`src/hw/rtl/pss_ram.sv`:
```
// generic single write port ram with registered read
`default_nettype none

module pss_ram #(
    parameter int WIDTH = 8,
    parameter int DEPTH = 16
) (
    input  wire logic                     clk,
    input  wire logic                     we,
    input  wire logic [$clog2(DEPTH)-1:0] waddr,
    input  wire logic [WIDTH-1:0]         wdata,
    input  wire logic [$clog2(DEPTH)-1:0] raddr,
    output logic      [WIDTH-1:0]         rdata
);

    logic [WIDTH-1:0] mem [DEPTH];

    // write and registered read
    always_ff @(posedge clk) begin
        if (we) begin
            mem[waddr] <= wdata;
        end
        rdata <= mem[raddr];
    end

endmodule

`default_nettype wire

```
`config.mk`:
```
export PLATFORM = sky130hd
export DESIGN_NAME = pss_ram
export DESIGN_NICKNAME = d
export VERILOG_FILES = /design/src/hw/rtl/pss_ram.sv
export SDC_FILE = /design/constraint.sdc
export NUM_CORES = 1
export LEC_CHECK = 0
export ABC_CLOCK_PERIOD_IN_PS = 2900
export BUFFER_PORTS_ARGS = -buffer_cell sky130_fd_sc_hd__buf_2
export CORE_MARGIN = 10
export CORE_UTILIZATION = 65
export DETAILED_ROUTE_END_ITERATION = 8
export PLACE_DENSITY = 0.84
export SYNTH_ARGS = -nofsm -noshare
export SYNTH_HDL_FRONTEND = slang
export SYNTH_SLANG_ARGS = --single-unit
```
`constraint.sdc`:
```
create_clock -name clk -period 2.9 [get_ports clk]
set_clock_uncertainty 0.15 [all_clocks]
set_input_delay 0.29 -clock clk [delete_from_list [all_inputs] [get_ports clk]]
set_output_delay 0.29 -clock clk [all_outputs]
set_load 0.01 [all_outputs]
```
-- Yosys cells after proc, flatten, opt, wreduce, memory -nomap -nowiden
Memory sizes are Yosys's and may differ from the RTL's. A register that Yosys moved wholly into a read port is not among the register bits.
Index checks and enable logic that the tools add are counted.
- flip-flop bits (word level): 0
- bits in writable memories: 128
- input bits: 18
- output and inout port bits: 8
- word-level logic and storage cells: 3
- memories kept: 1
- mux-type cells: 2
- memories (name ; depth ; width ; read ports ; clocked after Yosys merged registers in ; write ports ; RTL line ; text):
    mem ; 16 ; 8 ; 1 ; 1 ; 1 ; 16 ; logic [WIDTH-1:0] mem [DEPTH];
- operator list (cell ; number):
    $mux W1 ; 2

-- Depth between registers and ports, before layout
Gate-level depths: netlist of run 1.
- depth in word-level cells: 2
- gate-level depth with buffers: 5

-- Worst setup path after synthesis of run 1
OpenSTA, ideal clock, no wires.
- path type: input -> register
- start: in waddr[2]
- end: mem mem[0][0] (enable)
- arrival time: 1.400 ns
- setup slack: 0.967 ns
- stages: 2
- cell sequence: or3b_2 -> nor3_1
- RTL lines (element ; RTL line ; text):
    start: declaration ; 10 ; input wire logic [$clog2(DEPTH)-1:0] waddr,
    end: declaration ; 16 ;
Straight into the memory's write port.

==> key figures, run 1 <==
Placement
  – Post-Place Worst Slack: 927 ps
  – Port bufs: 25
  – Placed standard-cell area: 0.00543 mm2
  – Final estimated routing congestion in global placement: 0.756
  – HPWL Detailed: 6440 um
  – Number of instances in the placed design: 360

Global routing
  – Global route total overflow: 0
  – Vias in the first global route: 2656
  – GRT Resource Usage Total: 0.195
  – Wire length of the first global-routing pass: 16200 um
  – Number of antenna violations at the first check in global routing: 0
  – Maximum number of pins on one net before global-route repair: 33

Layout
  – Multi-input combinational cell area: 0.00106 mm2
  – Commonest non-fill, non-tap cell in the layout: edfxtp_1
  – Design area: 0.00599 mm2
  – Layout cells sized above 1: 0.306
  – Area growth from synthesis to layout: 16.4%
  – Net count reported at finish: 296
  – Layout filler cell count: 389
  – Commonest cells after routing, fill and taps aside: 128 x edfxtp_1, 25 x buf_2, 18 x mux4_2, 16 x a22oi_1, 16 x clkbuf_16
  – Area used by sequential logic in the layout: 0.00400 mm2
  – Non-Filler Instances: 393
  – N_diodes: 0

Timing
  – Unrepaired setup endpoints after global routing: no
  – Clock period minus worst slack: 1630 ps
  – Total of endpoints with negative setup slack in the final report: 0
  – Hold Violations, Final: 0
  – Transition time at the pin with the least slew margin: 1050 ps
  – Max-slew violations: 0
  – Setup_tns: 0 ps
  – Maximum clock frequency: 0.613 GHz
  – Post-route setup slack: 1270 ps
  – Crit share post-route: 0.563
  – Normalized max-slew margin: 0.295

Critical path
  – Arrival @ worst endpoint: 1860 ps
  – Launch instance of the worst register-to-register path: mem[9][4]
  – Worst Path Max Fanout: 1
  – Startpoint Class: flop
  – CP Launch Point: mem[9][4]
  – Setup Crit Path Kind: reg2reg
  – Critical path required time: 3130 ps
  – Category of the worst setup path capture point: flop

Yosys
  – Average cell area after synthesis: 22.5 um2
  – Count of yosys warnings during synthesis: 0
  – Mapped Nets: 247
  – Flop and latch count out of synthesis: 136
  – Mapped Area: 0.00515 mm2
  – Post-synthesis instance total: 229
  – Number of distinct library cells after synthesis: 19
  – Portion of the post-synthesis area used by sequential elements: 0.778

Floorplan
  – Top Ports: 26
  – Width of the die: 109 um
  – Initial cell density of the core: 0.666
  – Die Outline Area: 0.0119 mm2
  – Die Ht: 109 um
  – Num rows: 32
  – Area of the core: 0.00773 mm2

Detailed routing
  – Number of design rule violations left after detail routing: 0
  – Number of nets with antenna violations after routing: 0
  – Number of detailed-route iterations in the first pass: 5
  – Final routed wire length divided by cell count: 27.0 um
  – Final wirelength: 10600 um
  – Number of DRC violations after detailed-routing iteration 0: 247
  – Mean number of vias per cell: 6.44
  – Via count: 2531

Clock tree
  – Number of buffers created by CTS: 17
  – Reg clk slew, reported paths: 60 ps
  – Maximum level of the CTS H-tree: 4
  – Clock latency at the later pin of the worst-skew pair: 510 ps
  – Clock sinks: 136
  – Setup bufs post-CTS: 0
  – Cell chosen for the clock root: clkbuf_8
  – CTS tree: built
  – Clock tree buffer depth: 2

Pwr
  – Maximum VDD drop: 0.000615 V
  – Leakage power figure: 0.00204 uW
  – Sequential share of power: 0.504
  – Switching power: 899 uW
  – Clock Power Share: 0.448
  – Pwr dens: 732 mW/mm2
  – Internal power component: 3490 uW
  – Post-layout power: 4390 uW
  – Combinational cell fraction of total power: 0.048
  – Sw Ratio: 0.205

Status
  – Result of the run: complete, no violations

Hold path
  – Min-Delay Startpoint: wdata[1]
  – Class of the worst hold path: in2reg

Flow run
  – Number of violations of the max-capacitance limit: 0
==> timing repair <==
action,in CTS,in global routing
endpoints found under the hold margin,16,0
hold buffers,1,0
gates resized for setup,0,0
==> layout make-up <==
class,count,area share
Multi-Input combinational cell,83,0.176
Sequential cell,136,0.668
Timing Repair Buffer,40,0.0422
Clock buffer,17,0.0691
Clock inverter,15,0.0228
Tap cell,102,0.0213
==> per-layer routing <==
layer  up-vias  share of wire  wire length [um]  GRT usage
li1       1076              -                 -          -
met1      1288           0.39              4150      0.248
met2       151           0.50              5280      0.310
met3        16          0.089               938     0.0614
met4         0          0.021               223     0.0716
met5         -              0                 0          0
==> worst max-delay path, cell delays in order, from the launching register on <==
cell and delay, ps:
edfxtp_1 380, mux4_1 520, a22oi_1 350, nand2_1 100
==> synth_stat cells <==
| library cell | n | area, um2 |
|---|---|---|
| buf_4 | 1 | 7.51 |
| nor2b_1 | 1 | 6.26 |
| nor2_1 | 13 | 48.8 |
| or3b_2 | 1 | 8.76 |
| buf_2 | 3 | 15.0 |
| mux4_2 | 18 | 405 |
| dfxtp_1 | 8 | 160 |
| nand3b_1 | 2 | 15.0 |
| and2b_1 | 1 | 7.51 |
| nor3_1 | 4 | 20.0 |
| and2_1 | 1 | 6.26 |
| nand3_1 | 1 | 5.00 |
| buf_6 | 3 | 33.8 |
| a22oi_1 | 16 | 120 |
| edfxtp_1 | 128 | 3840 |
| mux4_1 | 14 | 368 |
| nand2b_1 | 2 | 12.5 |
| nand2_1 | 9 | 33.8 |
| clkdlybuf4s25_2 | 3 | 30.0 |
==> path summary, 6_finish.rpt <==
kind	to	slack (ps)	cells after the start
worst min-delay path	mem[4][1]	20	1
worst min register to register	rdata[5]	530	3
worst max register to register	rdata[4]	1270	3
worst max-delay path	rdata[4]	1270	3
==> kinds of logic (layout without fill, tap and decap cells) <==
| family | count (synthesis) | after routing | synth area share |
|---|---|---|---|
| simple gates | 35 | 35 | 0.0318 |
| buf+inv | 10 | 72 | 0.0168 |
| compound gates | 16 | 16 | 0.0233 |
| mux | 32 | 32 | 0.150 |
| flops | 136 | 136 | 0.778 |
==> power by group through the flow <==
| stage | Clock, uW | Combinational [uW] | Sequential (uW) |
|---|---|---|---|
| 6_report | 1970 | 210 | 2210 |
| 5_1_grt | 2080 | 227 | 2220 |
| 4_1_cts | 1990 | 211 | 2210 |
| 3_5_place_dp | 0 | 206 | 2250 |
| 3_3_place_gp | 0 | 199 | 2250 |
| 2_1_floorplan | 0 | 112 | 2250 |
==> sequential cells by signal, indices dropped and copies added (netlist names) <==
name and count:
mem 128, rdata 8
==> through the flow <==
| stage | util | hold slack, ps |
|---|---|---|
| 2_1_floorplan | - | 239 |
| 3_3_place_gp | 0.703 | 498 |
| 3_5_place_dp | 0.703 | 507 |
| 4_1_cts | 0.775 | 0.343 |
| 5_1_grt | 0.775 | 3.08 |
| 6_report | 0.775 | 15.7 |
Note: power is estimated with default switching activity, not from simulation.
==> inputs of run 2 (changes only) <==
==> config.mk (replaced) <==
export PLATFORM = sky130hd
export DESIGN_NAME = pss_ram
export DESIGN_NICKNAME = d
export VERILOG_FILES = /design/src/hw/rtl/pss_ram.sv
export SDC_FILE = /design/constraint.sdc
export NUM_CORES = 1
export LEC_CHECK = 0
export ABC_CLOCK_PERIOD_IN_PS = 1600
export BUFFER_PORTS_ARGS = -buffer_cell sky130_fd_sc_hd__buf_2
export CORE_MARGIN = 10
export CORE_UTILIZATION = 60
export DETAILED_ROUTE_END_ITERATION = 8
export PLACE_DENSITY = 0.78
export SYNTH_ARGS = -nofsm -noshare
export SYNTH_HDL_FRONTEND = slang
export SYNTH_SLANG_ARGS = --single-unit
==> constraint.sdc (replaced) <==
create_clock -name clk -period 1.6 [get_ports clk]
set_clock_uncertainty 0.15 [all_clocks]
set_input_delay 0.16 -clock clk [delete_from_list [all_inputs] [get_ports clk]]
set_output_delay 0.16 -clock clk [all_outputs]
set_load 0.01 [all_outputs]
==> run 2 against run 1 <==
  * Via count decreased by 1.6%
  * Combinational power increased by 88%
  * Sequential cell count unchanged
  * Critical path type unchanged
  * Clock-buffer cell count increased by 2
  * Design area increased by 3.1%
  * Clock power increased by 93%
  * Global-route usage decreased by 3.3 points
  * Sequential share of layout area decreased by 2.0 points
  * Cell count increased by 3.8%
==> key figures, run 2 (synthesis results as in run 1) <==
Status
  – Result of the run: complete, no violations

Flow run
  – Number of violations of the max-capacitance limit: 0 (unchanged)

Global routing
  – Most Crowded Layer GR: met2
  – Vias in the first global route: 2617 (-1.5%)
  – Met3 track utilization from global routing: 0.0522 (-0.00917)
  – Global route total overflow: 0 (unchanged)
  – Maximum number of pins on one net before global-route repair: 20 (-39%)
  – Global Route met1 Usage: 0.209 (-0.0391)
  – GRT Resource Usage Total: 0.161 (-0.0335)
  – Met2 global-route usage: 0.245 (-0.0644)
  – Number of antenna violations at the first check in global routing: 1 (+1)
  – Wire length of the first global-routing pass: 15200 um (-6.1%)

Detailed routing
  – Number of design rule violations left after detail routing: 0 (unchanged)
  – Number of detailed-route iterations in the first pass: 4 (-1)
  – Final routed wire length divided by cell count: 23.7 um (-12%)
  – Mean number of vias per cell: 6.11 (-5.2%)
  – Final wirelength: 9680 um (-8.7%)
  – Number of DRC violations after detailed-routing iteration 0: 181 (-27%)
  – Number of nets with antenna violations after routing: 0 (unchanged)
  – Via count: 2491 (-1.6%)

Layout
  – Layout cells sized above 1: 0.300 (-0.00551)
  – Layout filler cell count: 440 (+13%)
  – N_diodes: 0 (unchanged)
  – Top flop regs: mem x128, rdata x8
  – Area growth from synthesis to layout: 20.0%
  – Commonest non-fill, non-tap cell in the layout: edfxtp_1
  – Commonest cells after routing, fill and taps aside: 128 x edfxtp_1, 25 x buf_2, 18 x mux4_2, 18 x buf_4
  – Register ranked first by flip-flop count: mem
  – Net count reported at finish: 310 (+4.7%)
  – Largest register FFs: 128 (unchanged)

Placement
  – HPWL Detailed: 6050 um (-6.0%)
  – Port bufs: 25 (unchanged)
  – Final estimated routing congestion in global placement: 0.723 (-4.4%)

Floorplan
  – Width of the die: 113 um (+3.3%)
  – Initial cell density of the core: 0.620 (-0.0459)
  – Die Outline Area: 0.0127 mm2 (+6.8%)
  – Num rows: 33 (+3.1%)
  – Top Ports: 26 (unchanged)
  – Die Ht: 113 um (+3.3%)
  – Area of the core: 0.00830 mm2 (+7.4%)

Critical path
  – Library cell contributing the largest single delay on the critical path: mux4_1
  – Terminus of the critical flop-to-flop path: rdata[5]
  – Category of the worst setup path capture point: flop
  – Highest cell delay on the worst timing path: 540 ps (+20 ps)
  – Worst Path Max Fanout: 1 (unchanged)
  – Arrival @ worst endpoint: 1740 ps (-120 ps)
  – Critical path required time: 1840 ps (-1290 ps)
  – Launch instance of the worst register-to-register path: mem[1][5]
  – Setup Crit Path Kind: reg2reg
  – Number of cell instances on the worst register-to-register path: 3 (unchanged)
  – Worst-case register-to-register setup slack: 100 ps (-1170 ps)
  – Startpoint Class: flop
  – Crit path cell chain: mux4_1 -> a22oi_1 -> nand2_1

Hold path
  – Min-Delay Startpoint: waddr[1]
  – Class of the worst hold path: in2reg
  – Hold EP: mem[0][0]
  – Hold path depth: 3 (+2)

Pwr
  – Maximum VDD drop: 0.000747 V (+21%)
  – Pwr dens: 1330 mW/mm2 (+81%)
  – Post-layout power: 8200 uW (+87%)
  – Leakage power figure: 0.00213 uW (+4.4%)

Timing
  – Normalized max-slew margin: 0.510 (+0.215)
  – Max-slew violations: 0 (unchanged)
  – Crit share post-route: 0.938 (+0.375)
  – Setup_tns: 0 ps (unchanged)
  – Total of endpoints with negative setup slack in the final report: 0 (unchanged)
  – Transition time at the pin with the least slew margin: 733 ps (-321 ps)
  – Clock period minus worst slack: 1500 ps (-132 ps)
  – Maximum clock frequency: 0.666 GHz (+8.8%)
  – Unrepaired setup endpoints after global routing: no
  – Hold Violations, Final: 0 (unchanged)

Clock tree
  – Clock sinks: 136 (unchanged)
  – Maximum level of the CTS H-tree: 4 (unchanged)
  – Reg clk slew, reported paths: 60 ps (about the same)
  – Number of resized instances in the post-cts repair step: 0 (unchanged)
  – Clock latency at the later pin of the worst-skew pair: 510 ps (about the same)
  – CTS tree: built
  – Setup bufs post-CTS: 0 (unchanged)
  – Clock tree buffer depth: 2 (unchanged)
  – Cell chosen for the clock root: clkbuf_8
  – Number of buffers created by CTS: 17 (unchanged)
-- run 2: cell types whose count changed in the layout (fill, tap and decap cells not counted) --
cell,before,now
dlygate4sd3_1,1,8
buf_4,13,18
clkinv_2,7,2
clkinvlp_4,5,2
buf_12,1,3
bufinv_16,2,4
clkbuf_1,0,2
clkinv_1,1,3
nor3_1,4,3
nor3_2,0,1
-- run 2: final cells by class --
| type | instances | area, um2 | area share |
|---|---|---|---|
| clock buffers | 19 | 422 | 0.0683 |
| repair buffers | 54 | 400 | 0.0648 |
| clock inverters | 11 | 156 | 0.0253 |
| flip-flops and latches | 136 | 4000 | 0.648 |
| multi-input cells | 83 | 1060 | 0.172 |
| well taps | 105 | 131 | 0.0213 |
-- run 2: power by group --
part / leakage, uW / switching, uW / internal [uW] / total [uW]
clock network: 0.000276 / 1310 / 2490 / 3800
logic: 0.000629 / 215 / 180 / 395
registers: 0.00122 / 24.3 / 3980 / 4010
-- run 2: worst max path at each step --
| stage | start | endpoint | slack (ps) | cells after the start |
|---|---|---|---|---|
| global route | mem[10][4] | rdata[4] | 20 | 3 |
| floorplan | waddr[2] | mem[3][0] | 20 | 2 |
| global placement | raddr[0] | rdata[4] | -80 | 5 |
| finish | mem[1][5] | rdata[5] | 100 | 3 |
| CTS | mem[8][4] | rdata[4] | 100 | 3 |
| detailed placement | raddr[0] | rdata[4] | -120 | 5 |
-- run 2: what timing repair did --
item	CTS	global route
setup endpoints to repair	0	0
hold endpoints to repair	128	0
hold buffers	8	0
-- run 2: worst max-delay path, delay by kind of cell (launching register included) --
kind             cells  cell delay (ps)
AO/OA/AOI/OAI        1              220
flip-flops           1              380
multiplexers         1              540
AND/OR/NAND/NOR      1               90
-- run 2: through the flow --
step	cells	area (um2)	hold slack, ps	worst slack [ps]	utilization
finish	408	6180	59.6	99.6	0.744
global route	408	6180	53.2	15.5	0.744
CTS	408	6180	43.4	96.2	0.744
detailed placement	370	5520	409	-123	0.665
global placement	370	5520	397	-80.7	0.665
floorplan	229	5150	109	23.9	-
-- run 2: layer usage --
metal | part of all wire | up-vias
met3 | 0.052 | 20
li1 | - | 1098
met2 | 0.51 | 81
met1 | 0.42 | 1290
met5 | 0.0013 | -
met4 | 0.024 | 2
==> inputs of run 3 (changes only) <==
==> config.mk (replaced) <==
export PLATFORM = sky130hd
export DESIGN_NAME = pss_ram
export DESIGN_NICKNAME = d
export VERILOG_FILES = /design/src/hw/rtl/pss_ram.sv
export SDC_FILE = /design/constraint.sdc
export NUM_CORES = 1
export LEC_CHECK = 0
export ABC_CLOCK_PERIOD_IN_PS = 1220
export BUFFER_PORTS_ARGS = -buffer_cell sky130_fd_sc_hd__buf_2
export CORE_MARGIN = 10
export CORE_UTILIZATION = 54
export DETAILED_ROUTE_END_ITERATION = 8
export PLACE_DENSITY = 0.74
export SYNTH_ARGS = -nofsm -noshare
export SYNTH_HDL_FRONTEND = slang
export SYNTH_SLANG_ARGS = --single-unit
==> constraint.sdc (replaced) <==
create_clock -name clk -period 1.22 [get_ports clk]
set_clock_uncertainty 0.15 [all_clocks]
set_input_delay 0.122 -clock clk [delete_from_list [all_inputs] [get_ports clk]]
set_output_delay 0.122 -clock clk [all_outputs]
set_load 0.01 [all_outputs]
==> run 3 against run 2 <==
  * The run now ends with setup timing left
  * Non-clock buffer count rose by 16
  * Largest power group unchanged
  * Global-route usage fell by 0.38 points
  * Routed wire length up 9.0%
==> key figures, run 3 (synthesis results as in run 1) <==
Timing
  – Crit share post-route: 1.20 (+0.265)
  – Max-slew violations: 0 (unchanged)
  – Clock period minus worst slack: 1470 ps (-33.6 ps)
  – Normalized max-slew margin: 0.448 (-0.0617)
  – Setup_tns: -1670 ps (-1670 ps)
  – Transition time at the pin with the least slew margin: 826 ps (+93.5 ps)
  – Post-route setup slack: -247 ps (-346 ps)
  – Total of endpoints with negative setup slack in the final report: 12 (+12)
  – Hold Violations, Final: 0 (unchanged)
  – Maximum clock frequency: 0.682 GHz (+2.3%)
  – Unrepaired setup endpoints after global routing: yes

Clock tree
  – Maximum level of the CTS H-tree: 4 (unchanged)
  – Reg clk slew, reported paths: 60 ps (about the same)
  – Setup bufs post-CTS: 0 (unchanged)
  – Clock sinks: 136 (unchanged)
  – Clock tree buffer depth: 2 (unchanged)
  – Number of buffers created by CTS: 17 (unchanged)
  – CTS tree: built
  – Cell chosen for the clock root: clkbuf_8
  – Clock latency at the later pin of the worst-skew pair: 520 ps (about the same)

Layout
  – Top flop regs: mem x128, rdata x8
  – Share of the core filled with cells: 0.706 (-0.0380)
  – Net count reported at finish: 326 (+5.2%)
  – Area growth from synthesis to layout: 26.8%
  – Commonest cells after routing, fill and taps aside: 128 x edfxtp_1, 32 x mux4_2, 22 x buf_4, 18 x buf_2, 16 x clkbuf_16
  – Largest register FFs: 128 (unchanged)
  – Commonest non-fill, non-tap cell in the layout: edfxtp_1
  – N_diodes: 0 (unchanged)
  – Register ranked first by flip-flop count: mem
  – Layout cells sized above 1: 0.474 (+0.173)

Detailed routing
  – Via count: 2605 (+4.6%)
  – Final routed wire length divided by cell count: 23.4 um (-1.2%)
  – Mean number of vias per cell: 5.79 (-5.2%)
  – Number of DRC violations after detailed-routing iteration 0: 301 (+66%)
  – Final wirelength: 10500 um (+9.0%)
  – Number of detailed-route iterations in the first pass: 5 (+1)
  – Number of nets with antenna violations after routing: 0 (unchanged)
  – Number of design rule violations left after detail routing: 0 (unchanged)

Critical path
  – Critical path required time: 1460 ps (-380 ps)
  – Worst Path Max Fanout: 1 (unchanged)
  – Worst-case register-to-register setup slack: -250 ps (-350 ps)
  – Terminus of the critical flop-to-flop path: rdata[7]
  – Setup Crit Path Kind: reg2reg
  – Launch instance of the worst register-to-register path: mem[10][7]
  – Category of the worst setup path capture point: flop
  – Startpoint Class: flop
  – Number of cell instances on the worst register-to-register path: 3 (unchanged)
  – Arrival @ worst endpoint: 1710 ps (-30 ps)

Placement
  – Post-Place Worst Slack: -532 ps (-409 ps)
  – HPWL Detailed: 6710 um (+11%)
  – Final estimated routing congestion in global placement: 0.740 (+2.4%)
  – Port bufs: 25 (unchanged)

Pwr
  – Leakage power figure: 0.00219 uW (+2.8%)
  – Pwr dens: 1600 mW/mm2 (+20%)
  – Maximum VDD drop: 0.000979 V (+31%)
  – Post-layout power: 10400 uW (+27%)

Global routing
  – Wire length of the first global-routing pass: 16300 um (+7.0%)
  – GRT Resource Usage Total: 0.157 (-0.00381)
  – Global route total overflow: 0 (unchanged)
  – Vias in the first global route: 2753 (+5.2%)
  – Maximum number of pins on one net before global-route repair: 17 (-15%)
  – Number of antenna violations at the first check in global routing: 0 (-1)

Floorplan
  – Die Ht: 118 um (+4.4%)
  – Top Ports: 26 (unchanged)
  – Num rows: 35 (+6.1%)
  – Initial cell density of the core: 0.557 (-0.0632)
  – Die Outline Area: 0.0138 mm2 (+9.1%)
  – Width of the die: 118 um (+4.4%)
  – Area of the core: 0.00924 mm2 (+11%)

Hold path
  – Hold EP: mem[8][0]
  – Hold path depth: 4 (+1)
  – Class of the worst hold path: in2reg
  – Min-Delay Startpoint: waddr[0]

Status
  – Result of the run: finished, violations left
  – Violations in the final reports: setup timing

Flow run
  – Number of violations of the max-capacitance limit: 0 (unchanged)
==> run 3: timing repair <==
| item | 4_1_cts | 5_1_grt |
|---|---|---|
| hold buffers | 8 | 0 |
| pin swaps | 1 | 1 |
| hold endpoints to repair | 128 | 0 |
| gates resized for setup | 16 | 6 |
| setup endpoints to repair | 16 | 16 |
==> run 3: how the worst max path moves through the flow <==
stage	startpoint	end	cells past startpoint
after global placement	raddr[0]	rdata[7]	6
final	mem[10][7]	rdata[7]	3
after global routing	mem[3][6]	rdata[6]	3
after CTS	mem[10][7]	rdata[7]	3
after floorplan	waddr[2]	mem[0][0]	2
after detailed placement	raddr[0]	rdata[7]	6
==> run 3: critical path, cell delays in order (launching register included) <==
cell,delay (ps)
edfxtp_1,370
mux4_2,480
a22oi_2,250
nand2_1,90
==> run 3: where the power goes <==
group | total (uW) | switching, uW | internal [uW] | leakage (uW)
sequential | 5270 | 44.0 | 5230 | 0.00122
combinational | 662 | 328 | 333 | 0.000710
clock | 4480 | 1940 | 2540 | 0.000254
==> run 3: final cells by class <==
cell class                      instances  area [um2]
Timing Repair Buffer                   70         714
Clock inverter                         14         115
Multi-Input combinational cell         83        1100
Sequential cell                       136        4010
Tap cell                              129         161
Clock buffer                           18         418
Fill cell                             532        2720
==> run 3: routing by layer <==
| layer | global-route usage | share of wire | vias to the layer above |
|---|---|---|---|
| met5 | 0 | 0 | - |
| met4 | 0.0781 | 0.024 | 0 |
| met3 | 0.0350 | 0.065 | 23 |
| met2 | 0.254 | 0.51 | 122 |
| met1 | 0.196 | 0.40 | 1336 |
| li1 | - | - | 1124 |
==> run 3: per-stage QoR <==
step | hold slack (ps) | cell area [um2] | std cells
2_1_floorplan | 70.9 | 5200 | 229
3_3_place_gp | 360 | 5830 | 410
3_5_place_dp | 367 | 5830 | 410
4_1_cts | 43.4 | 6500 | 450
5_1_grt | 57.6 | 6530 | 450
6_report | 52.5 | 6530 | 450
